## src/rlq_pkg.sv

```systemverilog
// request and response types, mode and status codes for the reentrant lock queue
// no dependencies
package rlq_pkg;

  typedef struct packed {
    logic [1:0] mode;
    logic [7:0] thread_id;
  } lock_req_t;

  typedef struct packed {
    logic [2:0] status;
    logic       wake_valid;
    logic [7:0] wake_thread;
    logic       held_by_caller;
    logic       owner_valid;
    logic [7:0] owner_id;
  } lock_rsp_t;

  localparam int unsigned FIELD_ID_BITS = 8;

  localparam logic [1:0] MODE_ACQUIRE = 2'd0;
  localparam logic [1:0] MODE_RELEASE = 2'd1;
  localparam logic [1:0] MODE_QUERY   = 2'd2;

  localparam logic [2:0] ST_DONE      = 3'd0;
  localparam logic [2:0] ST_QUEUED    = 3'd1;
  localparam logic [2:0] ST_NOT_OWNER = 3'd2;
  localparam logic [2:0] ST_FULL      = 3'd3;
  localparam logic [2:0] ST_SATURATED = 3'd4;

endpackage

```

## src/reentrant_lock_queue.sv

```systemverilog
// reentrant mutex with a fifo of waiting thread ids and direct hand-off on release
// depends on rlq_pkg (request/response structs, mode and status codes)
//
//  channel | direction | payload                      | handshake
//  in_     | input     | rlq_pkg::lock_req_t in_req   | in_valid / in_stall
//  out_    | output    | rlq_pkg::lock_rsp_t out_rsp  | out_valid / out_stall
//
// a request is taken in S_IDLE, where the waiter memory is read at the queue head;
// the update state S_EXEC then reads owner/count, updates them and writes the queue tail;
// the registered memory read is why the update needs a state of its own
// reset is synchronous, active low; it clears owner, count and queue pointers, the
// waiter memory itself is not cleared (only entries counted in the fill are read)
// a result sits in the output register until taken; while it is stalled the next
// request waits in its update cycle and no further request is taken
module reentrant_lock_queue #(
  parameter int THREAD_ID_BITS = 8,
  parameter int QUEUE_DEPTH    = 16,
  parameter int COUNT_BITS     = 8
) (
  input  logic               clk,
  input  logic               rst_n,
  input  logic               in_valid,
  output logic               in_stall,
  input  rlq_pkg::lock_req_t in_req,
  output logic               out_valid,
  input  logic               out_stall,
  output rlq_pkg::lock_rsp_t out_rsp
);

  localparam int TW = THREAD_ID_BITS;
  localparam int FB = rlq_pkg::FIELD_ID_BITS;
  localparam int QW = (QUEUE_DEPTH > 1) ? $clog2(QUEUE_DEPTH) : 1;
  localparam int FW = $clog2(QUEUE_DEPTH + 1);
  localparam logic [QW-1:0] LAST_SLOT = QW'(QUEUE_DEPTH - 1);
  localparam logic [FW-1:0] FILL_FULL = FW'(QUEUE_DEPTH);

  typedef enum logic {S_IDLE, S_EXEC} state_t;

  state_t             state_r;
  logic [1:0]         mode_r;
  logic [TW-1:0]      tid_r;
  logic [TW-1:0]      rd_data_r;
  logic               busy_r;
  logic [TW-1:0]      owner_r;
  logic [COUNT_BITS-1:0] count_r;
  logic [QW-1:0]      head_r;
  logic [QW-1:0]      tail_r;
  logic [FW-1:0]      fill_r;
  logic               out_valid_r;
  rlq_pkg::lock_rsp_t out_rsp_r;

  logic               busy_nxt;
  logic [TW-1:0]      owner_nxt;
  logic [COUNT_BITS-1:0] count_nxt;
  logic [QW-1:0]      head_nxt;
  logic [QW-1:0]      tail_nxt;
  logic [FW-1:0]      fill_nxt;
  rlq_pkg::lock_rsp_t out_rsp_nxt;

  logic [TW-1:0]      waiter_mem [QUEUE_DEPTH];

  logic               in_fire;
  logic               exec_go;
  logic               held;
  logic               enqueue;
  logic [COUNT_BITS-1:0] count_dec;
  logic [TW+FB-1:0]   tid_ext;
  logic [TW+FB-1:0]   owner_ext;
  logic [TW+FB-1:0]   wake_ext;
  logic [TW-1:0]      wake_tid;
  logic               wake_v;
  logic [2:0]         status;

  assign in_stall  = (state_r != S_IDLE);
  assign in_fire   = in_valid && !in_stall;
  assign exec_go   = (state_r == S_EXEC) && (!out_valid_r || !out_stall);
  assign out_valid = out_valid_r;
  assign out_rsp   = out_rsp_r;

  // only the low THREAD_ID_BITS of the id count
  assign tid_ext   = {TW'(0), in_req.thread_id};
  assign held      = busy_r && (owner_r == tid_r);
  assign count_dec = count_r - COUNT_BITS'(1);

  always_comb begin
    busy_nxt  = busy_r;
    owner_nxt = owner_r;
    count_nxt = count_r;
    head_nxt  = head_r;
    tail_nxt  = tail_r;
    fill_nxt  = fill_r;
    status    = rlq_pkg::ST_DONE;
    wake_v    = 1'b0;
    wake_tid  = '0;
    enqueue   = 1'b0;
    case (mode_r)
      rlq_pkg::MODE_ACQUIRE: begin
        if (held) begin
          if (count_r == '1) begin
            status = rlq_pkg::ST_SATURATED;
          end else begin
            count_nxt = count_r + COUNT_BITS'(1);
          end
        end else if (!busy_r) begin
          busy_nxt  = 1'b1;
          owner_nxt = tid_r;
          count_nxt = COUNT_BITS'(1);
        end else if (fill_r == FILL_FULL) begin
          status = rlq_pkg::ST_FULL;
        end else begin
          enqueue  = 1'b1;
          tail_nxt = (tail_r == LAST_SLOT) ? '0 : tail_r + QW'(1);
          fill_nxt = fill_r + FW'(1);
          status   = rlq_pkg::ST_QUEUED;
        end
      end
      rlq_pkg::MODE_RELEASE: begin
        if (!held) begin
          status = rlq_pkg::ST_NOT_OWNER;
        end else begin
          count_nxt = count_dec;
          if (count_dec == '0) begin
            if (fill_r == '0) begin
              busy_nxt  = 1'b0;
              owner_nxt = '0;
            end else begin
              // hand the lock straight to the oldest waiter
              owner_nxt = rd_data_r;
              count_nxt = COUNT_BITS'(1);
              head_nxt  = (head_r == LAST_SLOT) ? '0 : head_r + QW'(1);
              fill_nxt  = fill_r - FW'(1);
              wake_v    = 1'b1;
              wake_tid  = rd_data_r;
            end
          end
        end
      end
      rlq_pkg::MODE_QUERY: begin
        status = rlq_pkg::ST_DONE;
      end
      default: begin
        status = rlq_pkg::ST_DONE;
      end
    endcase
  end

  assign owner_ext = {FB'(0), (busy_nxt ? owner_nxt : TW'(0))};
  assign wake_ext  = {FB'(0), wake_tid};

  always_comb begin
    out_rsp_nxt.status         = status;
    out_rsp_nxt.wake_valid     = wake_v;
    out_rsp_nxt.wake_thread    = wake_ext[FB-1:0];
    out_rsp_nxt.held_by_caller = held;
    out_rsp_nxt.owner_valid    = busy_nxt;
    out_rsp_nxt.owner_id       = owner_ext[FB-1:0];
  end

  // waiter memory: head read issued with the request, tail written in the update cycle
  always_ff @(posedge clk) begin
    if (exec_go && enqueue) begin
      waiter_mem[tail_r] <= tid_r;
    end
    if (in_fire) begin
      rd_data_r <= waiter_mem[head_r];
    end
  end

  always_ff @(posedge clk) begin
    if (!rst_n) begin
      state_r     <= S_IDLE;
      busy_r      <= 1'b0;
      owner_r     <= '0;
      count_r     <= '0;
      head_r      <= '0;
      tail_r      <= '0;
      fill_r      <= '0;
      out_valid_r <= 1'b0;
    end else begin
      if (out_valid_r && !out_stall && !exec_go) begin
        out_valid_r <= 1'b0;
      end
      case (state_r)
        S_IDLE: begin
          if (in_fire) begin
            mode_r  <= in_req.mode;
            tid_r   <= tid_ext[TW-1:0];
            state_r <= S_EXEC;
          end
        end
        S_EXEC: begin
          if (exec_go) begin
            busy_r      <= busy_nxt;
            owner_r     <= owner_nxt;
            count_r     <= count_nxt;
            head_r      <= head_nxt;
            tail_r      <= tail_nxt;
            fill_r      <= fill_nxt;
            out_rsp_r   <= out_rsp_nxt;
            out_valid_r <= 1'b1;
            state_r     <= S_IDLE;
          end
        end
        default: begin
          state_r <= S_IDLE;
        end
      endcase
    end
  end

  a_fill_bound: assert property (@(posedge clk) disable iff (!rst_n)
    fill_r <= FILL_FULL)
    else $error("waiter fill beyond queue depth");

  a_free_is_clean: assert property (@(posedge clk) disable iff (!rst_n)
    !busy_r |-> (count_r == '0) && (fill_r == '0) && (owner_r == '0))
    else $error("free lock with count, owner or waiters left");

  a_busy_count: assert property (@(posedge clk) disable iff (!rst_n)
    busy_r |-> (count_r != '0))
    else $error("held lock with zero count");

  a_take_to_exec: assert property (@(posedge clk) disable iff (!rst_n)
    in_fire |=> (state_r == S_EXEC))
    else $error("request taken without update cycle");

  a_wake_owner: assert property (@(posedge clk) disable iff (!rst_n)
    (out_valid_r && out_rsp_r.wake_valid) |->
      (out_rsp_r.owner_valid && (out_rsp_r.owner_id == out_rsp_r.wake_thread)))
    else $error("woken thread is not the reported owner");

endmodule
```

## config.mk

```make
export PLATFORM = sky130hd
export DESIGN_NAME = reentrant_lock_queue
export DESIGN_NICKNAME = d
export VERILOG_FILES = /design/src/rlq_pkg.sv /design/src/reentrant_lock_queue.sv
export SDC_FILE = /design/constraint.sdc
export NUM_CORES = 1
export LEC_CHECK = 0
export BUFFER_PORTS_ARGS = -buffer_cell sky130_fd_sc_hd__buf_2
export CAP_MARGIN = 20
export CORE_MARGIN = 1.5
export CORE_UTILIZATION = 40
export DETAILED_ROUTE_END_ITERATION = 6
export GPL_TIMING_DRIVEN = 0
export HOLD_SLACK_MARGIN = 0.03
export PLACE_DENSITY_LB_ADDON = 0.25
export SLEW_MARGIN = 20
export SYNTH_ARGS = -nofsm -noshare
export SYNTH_HDL_FRONTEND = slang
export SYNTH_SLANG_ARGS = --single-unit
```

## constraint.sdc

```tcl
create_clock -name clk -period 3.6 [get_ports clk]
set_input_delay 0.36 -clock clk [delete_from_list [all_inputs] [get_ports clk]]
set_output_delay 0.36 -clock clk [all_outputs]
set_load 0.02 [all_outputs]
```

# [After elaboration in Yosys (flattened, before gate mapping)]
# Memory sizes are Yosys's and may differ from the RTL's. A register that Yosys moved wholly into a read port is not among the register bits.
# Index checks and enable logic that the tools add are counted.
[totals] latchBits=0 mem_count=1 reg_bits=64 out_inout_bits=24 ramBits=128 mem_bits_ro=0
[classes] div=0 muxes=46 n_eq_ne=14 n_mul=0 order_cmp=0 n_reduce_logical=23 bitwise=4 shifts=0 n_addsub=6
[mem_list] memory="waiter_mem" words=16 word_bits=8 read_ports=1 rd_clocked_by_memory_dff=1 write_ports=1 line_no="reentrant_lock_queue.sv:60" text="logic [TW-1:0] waiter_mem [QUEUE_DEPTH];"
[op_table] op="2-to-1 mux 8 bit" n=11
[op_table] op="case mux 8 bit (2 select lines)" n=2
[op_table] op="2-to-1 mux 5 bit" n=6
[op_table] op="AND reduction 6 bit" n=3
[op_table] op="2-to-1 mux 1 bit" n=16
[op_table] op="inequality test 2 bit (second input constant)" n=6
[op_table] op="case mux 5 bit (2 select lines)" n=1
[op_table] op="AND reduction 3 bit" n=3
[op_table] op="AND reduction 9 bit" n=1
[op_table] op="adder 4 x 1 -> 4 bit (second input constant)" n=2
[op_table] op="adder 8 x 1 -> 8 bit (second input constant)" n=1
[op_table] op="equality test 4 bit (second input constant)" n=2
[op_table] op="equality test 8 bit" n=1
[op_table] op="equality test 8 bit (second input constant)" n=1
[op_table] op="logical NOT 8 bit" n=1
[op_table] op="2-to-1 mux 4 bit" n=2
[op_table] op="subtractor 8 x 1 -> 8 bit (second input constant)" n=1
[op_table] op="logical AND 1 bit" n=6
[op_table] op="2-to-1 mux 2 bit" n=3
[op_table] op="2-to-1 mux 3 bit" n=2
[op_table] op="inequality test 3 bit (second input constant)" n=2
[op_table] op="case mux 3 bit (2 select lines)" n=1
[op_table] op="adder 5 x 1 -> 5 bit (second input constant)" n=1
[op_table] op="equality test 5 bit (second input constant)" n=1
[op_table] op="other kinds (10)" n=17

# [Longest topological paths before layout]
# Gate-level depths: netlist (run 1).
[depth] ltp_word=8 mapped_depth=12 depth_no_buf=8

# [Worst setup path before layout (run 1)]
# OpenSTA, ideal clock, no wires.
[synth_timing] path_kind="reg2reg" startpoint="register tid_r[3]" endpoint="memory waiter_mem[0][0] (netlist bit), enable pin" path_stages_with_launch=8 arrival_time_ps=2264 synth_period_minus_slack_ps=2647 required_time_ps=3217 setup_slack_ps=953 path_cell_list="edfxtp_1 > xor2_1 > nor4_1 > a211oi_2 > and2_1 > clkbuf_1 > nand2_1 > nor3_1"
[synth_via] elab_chain_cells=7
[synth_lines] element="from (decl)" line_no="reentrant_lock_queue.sv:41" text="logic [TW-1:0] tid_r;"
[synth_lines] element="from (signal assigned)" line_no="reentrant_lock_queue.sv:187" text="tid_r <= tid_ext[TW-1:0];"
[synth_lines] element="equality test 8 bit" line_no="reentrant_lock_queue.sv:82" text="assign held = busy_r && (owner_r == tid_r);"
[synth_lines] element="logical AND 1 bit" line_no="reentrant_lock_queue.sv:82"
[synth_lines] element="2-to-1 mux 1 bit" line_no="reentrant_lock_queue.sv:98" text="if (held) begin"
[synth_lines] element="2-to-1 mux 1 bit" line_no="reentrant_lock_queue.sv:96" text="case (mode_r)"
[synth_lines] element="logical AND 1 bit" line_no="reentrant_lock_queue.sv:161" text="if (exec_go && enqueue) begin"
[synth_lines] element="2-to-1 mux 1 bit" line_no="reentrant_lock_queue.sv:161"
[synth_lines] element="2-to-1 mux 1 bit (not written as such)" line_no="reentrant_lock_queue.sv:162" text="waiter_mem[tail_r] <= tid_r;"
[synth_lines] element="to (decl)" line_no="reentrant_lock_queue.sv:60"
# No other way between the ends.

# [Final worst setup path (run 1)]
[layout_timing] startpoint="register tid_r[6]" endpoint="memory waiter_mem[8][7] (netlist bit), enable pin"
# The elaborated chain is that of the path after synthesis.

==> qor.txt, run 1 <==
Status -> complete, no violations
Register-to-Register Path Depth -> 7
Final Cycle Share -> 96.62%
Routed wire per std cell -> 20.41 um
Initial DRC count -> 378
Crit path max fanout -> 18
Diodes inserted -> 0
Post-route ant nets -> 0
Commonest cells post-synth -> 168 x edfxtp_1, 61 x nand2_1, 40 x mux4_2
Place WS -> 0.09248 ns
Htree depth -> 4
First-pass GRT wire length -> 29,260 um
Hold_buf cts -> 0
Fmax achieved -> 287.5 MHz
Top-Level Pins -> 38
Die area -> 22,780 um2
Global placer's final weighted congestion -> 0.8713
Post-layout net count -> 682
Clock buffer depth -> 2
TritonCTS clock tree -> done
Syn-to-layout area delta -> 14.76%
WHS -> 0.08578 ns
Final setup fails -> 0
Mux share of post-synthesis cell area -> 11.43%
Core area -> 21,220 um2
Crit-path slowest cell -> edfxtp_1
Number of vias after detailed routing -> 5,211
Area leader, netlist -> edfxtp_1
Minimum clock period -> 3.478 ns
CP arrival -> 3.55 ns
Final Hold Vio Count -> 0
Peak supply drop -> 0.3412 mV
Synth Area in Compound Gates -> 7.317%
Worst setup EP type -> register
Clock Sinks -> 200
HP Class -> in2reg
CP Launch Type -> register
Final wirelength -> 19,270 um
Slew Viols, Final -> 0
Sequential area share after synthesis -> 64.94%
Critical Path, Cell by Cell -> xor2_1 -> nor4_1 -> a211oi_2 -> and2_1 -> clkbuf_1 -> nand2_1 -> nor2_1
Top cells by area, synth -> edfxtp_1 58%, mux4_2 10%, dfxtp_1 7.3%
Synth unique cells -> 60
Kind of critical path -> reg2reg
Worst-Skew Late Latency -> 0.45 ns
Die H -> 150.9 um
Syn nets -> 617
Initial antenna violation count -> 0
Residual DRC -> 0
Ys async rst share -> 0%
FF+latch count, synth -> 200
Hold Path Stages -> 1
CTS Root Cell -> clkbuf_16
Simple-Gate Fraction of Synth Area -> 10.53%
CTS buffer count -> 17
Number of global-route vias before repair -> 5,123
DIE WIDTH -> 150.9 um
XOR/XNOR Fraction of Synth Area -> 1.501%
Slew @ Worst Pin -> 0.8857 ns
Post-Synthesis Cells -> 591
Largest family of logic cells by synthesized area -> multiplexers
DR pass1 iterations -> 5
Layout cells sized above 1 -> 24.96%
CP required -> 3.67 ns
Post-Synth Adder-Cell Area -> 1.801%
Setup TNS -> 0 ns
RSZ-0062 raised after global routing -> true
Setup Skew -> 0.01692 ns
Final std cells w/o fill -> 944
Reg clk slew, reported paths -> 0.08 ns
Gr usage total -> 17.91%
Rows -> 53
Port bufs -> 37
Mapped Avg Cell Area -> 14.81 um2
Detailed Place HPWL -> 13,270 um
Total grt overflow -> 0
Initial Util -> 41.26%
Placed Cells -> 903
Via/cell ratio -> 5.520
Warnings from Yosys -> 0
Top cell type's share of synthesized area -> 57.62%
Leak -> 3.300 nW
Relative max-transition margin -> 40.83%
Count of flip-flops with a built-in enable after synthesis -> 168
Count leader, synth -> edfxtp_1
Power Density -> 472.2 nW/um2
Synth Flop Type -> edfxtp_1
Pin count of the biggest net entering global routing -> 23
Max-Cap Viols -> 0
Netlist Area Pre-Place -> 8755 um2
CP max stage delay -> 0.81 ns
Setup ws final -> 0.1219 ns
## what timing repair did
action,CTS,global route
buffers inserted,0,9
setup endpoints to repair,0,96
resized for setup,0,6
## through the flow
| step | utilization, % | power (W) | area [um2] |
|---|---|---|---|
| after floorplan | - | 0.002717 | 8755 |
| after global placement | 43.75 | 0.002781 | 9284 |
| after detailed placement | 43.84 | 0.002786 | 9304 |
| after CTS | 46.82 | 0.004773 | 9936 |
| after global routing | 47.35 | 0.004883 | 10050 |
| final | 47.35 | 0.004744 | 10050 |
## placed cells by master (no fill, tap or decap), drive strengths merged, types with 5 or more instances in the layout
master	n
or3	5
inv	19
buf	60
a31oi	17
mux4	40
o22ai	5
edfxtp	168
nor3	20
mux2i	10
nand2b	8
nand3	12
nor4	12
clkbuf	39
clkinv	7
a21oi	23
o211ai	5
nand4	5
nor2	32
nand2	61
ha	11
o21ai	22
dfxtp	32
xor2	11
## final cells by class
class / count / area, um2
fillers: 1863 / 11170
flip-flops and latches: 200 / 5685
multi-input cells: 342 / 2892
clock buffers: 17 / 425.4
well taps: 275 / 344.1
repair buffers: 46 / 277.8
clock inverters: 15 / 206.4
plain buffers: 36 / 167.7
inverters: 13 / 48.80
## critical path, delay by kind of cell, from the launching register on
family / cells / cell delay [ns]
AOI/OAI and AO/OA: 1 / 0.52
xor gates and xnor gates: 1 / 0.24
buffers and inverters: 1 / 0.25
DFF: 1 / 0.81
and+or+nand+nor: 4 / 1.26
## worst paths after layout
check                           to  slack (ns)  startpoint
setup reg to reg  waiter_mem[8][7]        0.12    tid_r[6]
hold / removal            tid_r[3]        0.09   in_req[3]
setup / recovery  waiter_mem[8][7]        0.12    tid_r[6]
hold reg to reg         owner_r[5]        0.49  owner_r[5]
## layer usage
layer / global-route usage [%] / up-vias / wire (um)
met4: 6.942 / 0 / 479
li1: - / 2422 / -
met2: 29.11 / 199 / 9173
met3: 3.735 / 31 / 1039
met5: 0 / - / 0
met1: 23.63 / 2559 / 8573
## state kept, by name, indices dropped and copies added (netlist names)
name	flops
head_r	4
out_valid	1
waiter_mem	128
mode_r	2
busy_r	1
tid_r	8
owner_r	8
count_r	8
tail_r	4
in_stall	1
fill_r	5
rd_data_r	8
out_rsp	22
## cell families (layout without fill, tap and decap cells)
family,Yosys count,count (layout)
flops,200,200
simple gates,171,171
compound gates,94,94
mux,50,50
buf+inv,49,127
xor+xnor,15,15
fa+ha+maj,12,12
## where the power goes
part	internal (W)	total [W]	switching, W	leakage [nW]
combinational	0.0000603	0.000182	0.000122	1.21
sequential	0.00253	0.00256	0.0000337	1.78
clock	0.00107	0.00200	0.000932	0.307
total	0.00366	0.00474	0.00109	3.30
Note: power is estimated with default switching activity, not from simulation.
==> run 2: changes to the inputs <==
--- a/config.mk
+++ b/config.mk
@@ -7,12 +7,16 @@
 export LEC_CHECK = 0
 export BUFFER_PORTS_ARGS = -buffer_cell sky130_fd_sc_hd__buf_2
 export CAP_MARGIN = 20
+export CELL_PAD_IN_SITES_DETAIL_PLACEMENT = 0
+export CELL_PAD_IN_SITES_GLOBAL_PLACEMENT = 2
 export CORE_MARGIN = 1.5
 export CORE_UTILIZATION = 40
+export CTS_BUF_LIST = sky130_fd_sc_hd__clkbuf_8 sky130_fd_sc_hd__clkbuf_16
 export DETAILED_ROUTE_END_ITERATION = 6
 export GPL_TIMING_DRIVEN = 0
 export HOLD_SLACK_MARGIN = 0.03
 export PLACE_DENSITY_LB_ADDON = 0.25
+export REMOVE_ABC_BUFFERS = 1
 export SLEW_MARGIN = 20
 export SYNTH_ARGS = -nofsm -noshare
 export SYNTH_HDL_FRONTEND = slang
==> run 2 against run 1 <==
Compared with the run above: via count fell by 5.0%; utilization fell by 1.1 points; largest power group unchanged; design area fell by 2.3%; total power fell by 1.8%; critical path type unchanged.
==> qor.txt, run 2 (synthesis results as in run 1) <==
Clock buffer depth -> 2 (unchanged)
Power Density -> 474.4 nW/um2 (+0.48%)
Reg clk slew, reported paths -> 0.08 ns (about the same)
Final setup fails -> 0 (unchanged)
Most flops, register -> waiter_mem
Syn-to-layout area delta -> 12.16%
Number of vias after detailed routing -> 4,951 (-5.0%)
CP Launch Type -> register
CTS Root Cell -> clkbuf_16
HP Class -> in2reg
Number of global-route vias before repair -> 4,950 (-3.4%)
Die area -> 22,780 um2 (unchanged)
Slew Viols, Final -> 0 (unchanged)
Most frequent cells in the layout -> 168 x edfxtp_1, 61 x nand2_1, 40 x mux4_2
Util after Layout -> 46.27% (-1.1 points)
DR pass1 iterations -> 5 (unchanged)
Initial antenna violation count -> 0 (unchanged)
Diodes inserted -> 0 (unchanged)
Rows -> 53 (unchanged)
Minimum clock period -> 3.313 ns (-0.1651 ns)
Clock Sinks -> 200 (unchanged)
Top-Level Pins -> 38 (unchanged)
Seq pwr share -> 55.1% (+1.1 points)
Kind of critical path -> reg2reg
DIE WIDTH -> 150.9 um (unchanged)
Final Hold Vio Count -> 0 (unchanged)
Detailed Place HPWL -> 12,400 um (-6.6%)
Post-layout net count -> 639 (-6.3%)
CP arrival -> 3.38 ns (-0.17 ns)
Crit-path slowest cell -> edfxtp_1
Slew @ Worst Pin -> 0.9254 ns (+0.03963 ns)
Peak supply drop -> 0.3283 mV (-3.8%)
Pin count of the biggest net entering global routing -> 38 (+65%)
Post-route ant nets -> 0 (unchanged)
CP required -> 3.67 ns (about the same)
Total grt overflow -> 0 (unchanged)
Via/cell ratio -> 5.495 (-0.46%)
Switch Pwr -> 0.001130 W (+3.9%)
Gate power share -> 3.4% (-0.4 points)
Routed wire per std cell -> 20.13 um (-1.4%)
Commonest non-fill, non-tap cell in the layout -> edfxtp_1
Htree depth -> 4 (unchanged)
Initial DRC count -> 281 (-26%)
Setup Skew -> 0.01363 ns (-0.003289 ns)
Port bufs -> 37 (unchanged)
Initial Util -> 41.26% (unchanged)
Placed Cells -> 869 (-3.8%)
Final Cycle Share -> 92.03% (-4.6 points)
Fmax achieved -> 301.8 MHz (+5.0%)
First-pass GRT wire length -> 28,410 um (-2.9%)
Max-Cap Viols -> 0 (unchanged)
Core area -> 21,220 um2 (unchanged)
CTS buffer count -> 17 (unchanged)
Switch share -> 24.26% (+1.3 points)
Hold_buf cts -> 0 (unchanged)
Critical Path, Cell by Cell -> xor2_1 -> nor4_1 -> a211oi_2 -> and2_1 -> nand2_1 -> nor2_1
Clock power frac -> 41.5% (-0.7 points)
Worst-Skew Late Latency -> 0.44 ns (about the same)
Final std cells w/o fill -> 901 (-4.6%)
Cell-internal power -> 0.003528 W (-3.5%)
RSZ-0062 raised after global routing -> true
Layout cells sized above 1 -> 24.60% (-0.36 points)
Die H -> 150.9 um (unchanged)
Worst setup EP type -> register
Status -> complete, no violations
Gr usage total -> 16.97% (-0.93 points)
Crit path max fanout -> 18 (unchanged)
Relative max-transition margin -> 38.18% (-2.6 points)
Leak -> 3.158 nW (-4.3%)
CP max stage delay -> 0.80 ns (about the same)
TritonCTS clock tree -> done
Residual DRC -> 0 (unchanged)
Final wirelength -> 18,140 um (-5.8%)
Largest register FFs -> 128 (unchanged)
Global placer's final weighted congestion -> 0.8213 (-5.7%)
## run 2: worst max-delay path, delay by kind of cell (launching register included)
family                    cells  cell delay, ns
and+or+nand+nor               4            1.34
DFF                           1            0.80
AOI/OAI and AO/OA             1            0.54
xor gates and xnor gates      1            0.26
## run 2: cell type report
| cell class | count | area, um2 |
|---|---|---|
| clock buffers | 17 | 425.4 |
| clock inverters | 15 | 191.4 |
| fillers | 1901 | 11400 |
| inverters | 13 | 48.80 |
| multi-input cells | 342 | 2903 |
| flip-flops and latches | 200 | 5690 |
| well taps | 275 | 344.1 |
| repair buffers | 39 | 216.5 |
## run 2: repair_timing
item | 4_1_cts | 5_1_grt
gates resized for setup | 0 | 8
setup endpoints to repair | 0 | 42
buffers inserted | 0 | 0
## run 2: path summary, 6_finish.rpt
kind	from	endpoint	slack, ns	cells past startpoint
max	tid_r[6]	waiter_mem[13][5]	0.29	6
min	in_req[5]	tid_r[5]	0.1	1
max reg2reg	tid_r[6]	waiter_mem[13][5]	0.29	6
min reg2reg	fill_r[3]	fill_r[3]	0.49	2
## run 2: per-layer routing
layer / share of wire (%) / wire, um / up-vias / global-route usage (%)
li1: - / - / 2325 / -
met1: 46 / 8344 / 2507 / 23.50
met2: 49 / 8837 / 97 / 27.42
met3: 3.5 / 640 / 22 / 2.620
met4: 1.7 / 316 / 0 / 5.777
met5: 0 / 0 / - / 0
## run 2: per-stage QoR
step / TNS, ns / hold slack, ns / total power, W / setup WS (ns) / instance area (um2)
after global routing: -0.2176 / 0.09132 / 0.004807 / -0.02142 / 9819
after detailed placement: 0 / 0.4770 / 0.002781 / 0.1145 / 9178
after global placement: -1.811 / 0.4673 / 0.002776 / -0.2287 / 9116
after floorplan: 0 / 0.4517 / 0.002710 / 0.7031 / 8587
after CTS: 0 / 0.08022 / 0.004705 / 0.07387 / 9794
final: 0 / 0.09915 / 0.004659 / 0.2870 / 9819
## run 2: power by group through the flow
stage	Clock [W]	Combinational [W]	Sequential, W
after floorplan	0	0.0000911	0.00262
after global placement	0	0.000157	0.00262
after detailed placement	0	0.000159	0.00262
after CTS	0.00198	0.000160	0.00257
after global routing	0.00206	0.000175	0.00258
final	0.00193	0.000158	0.00257
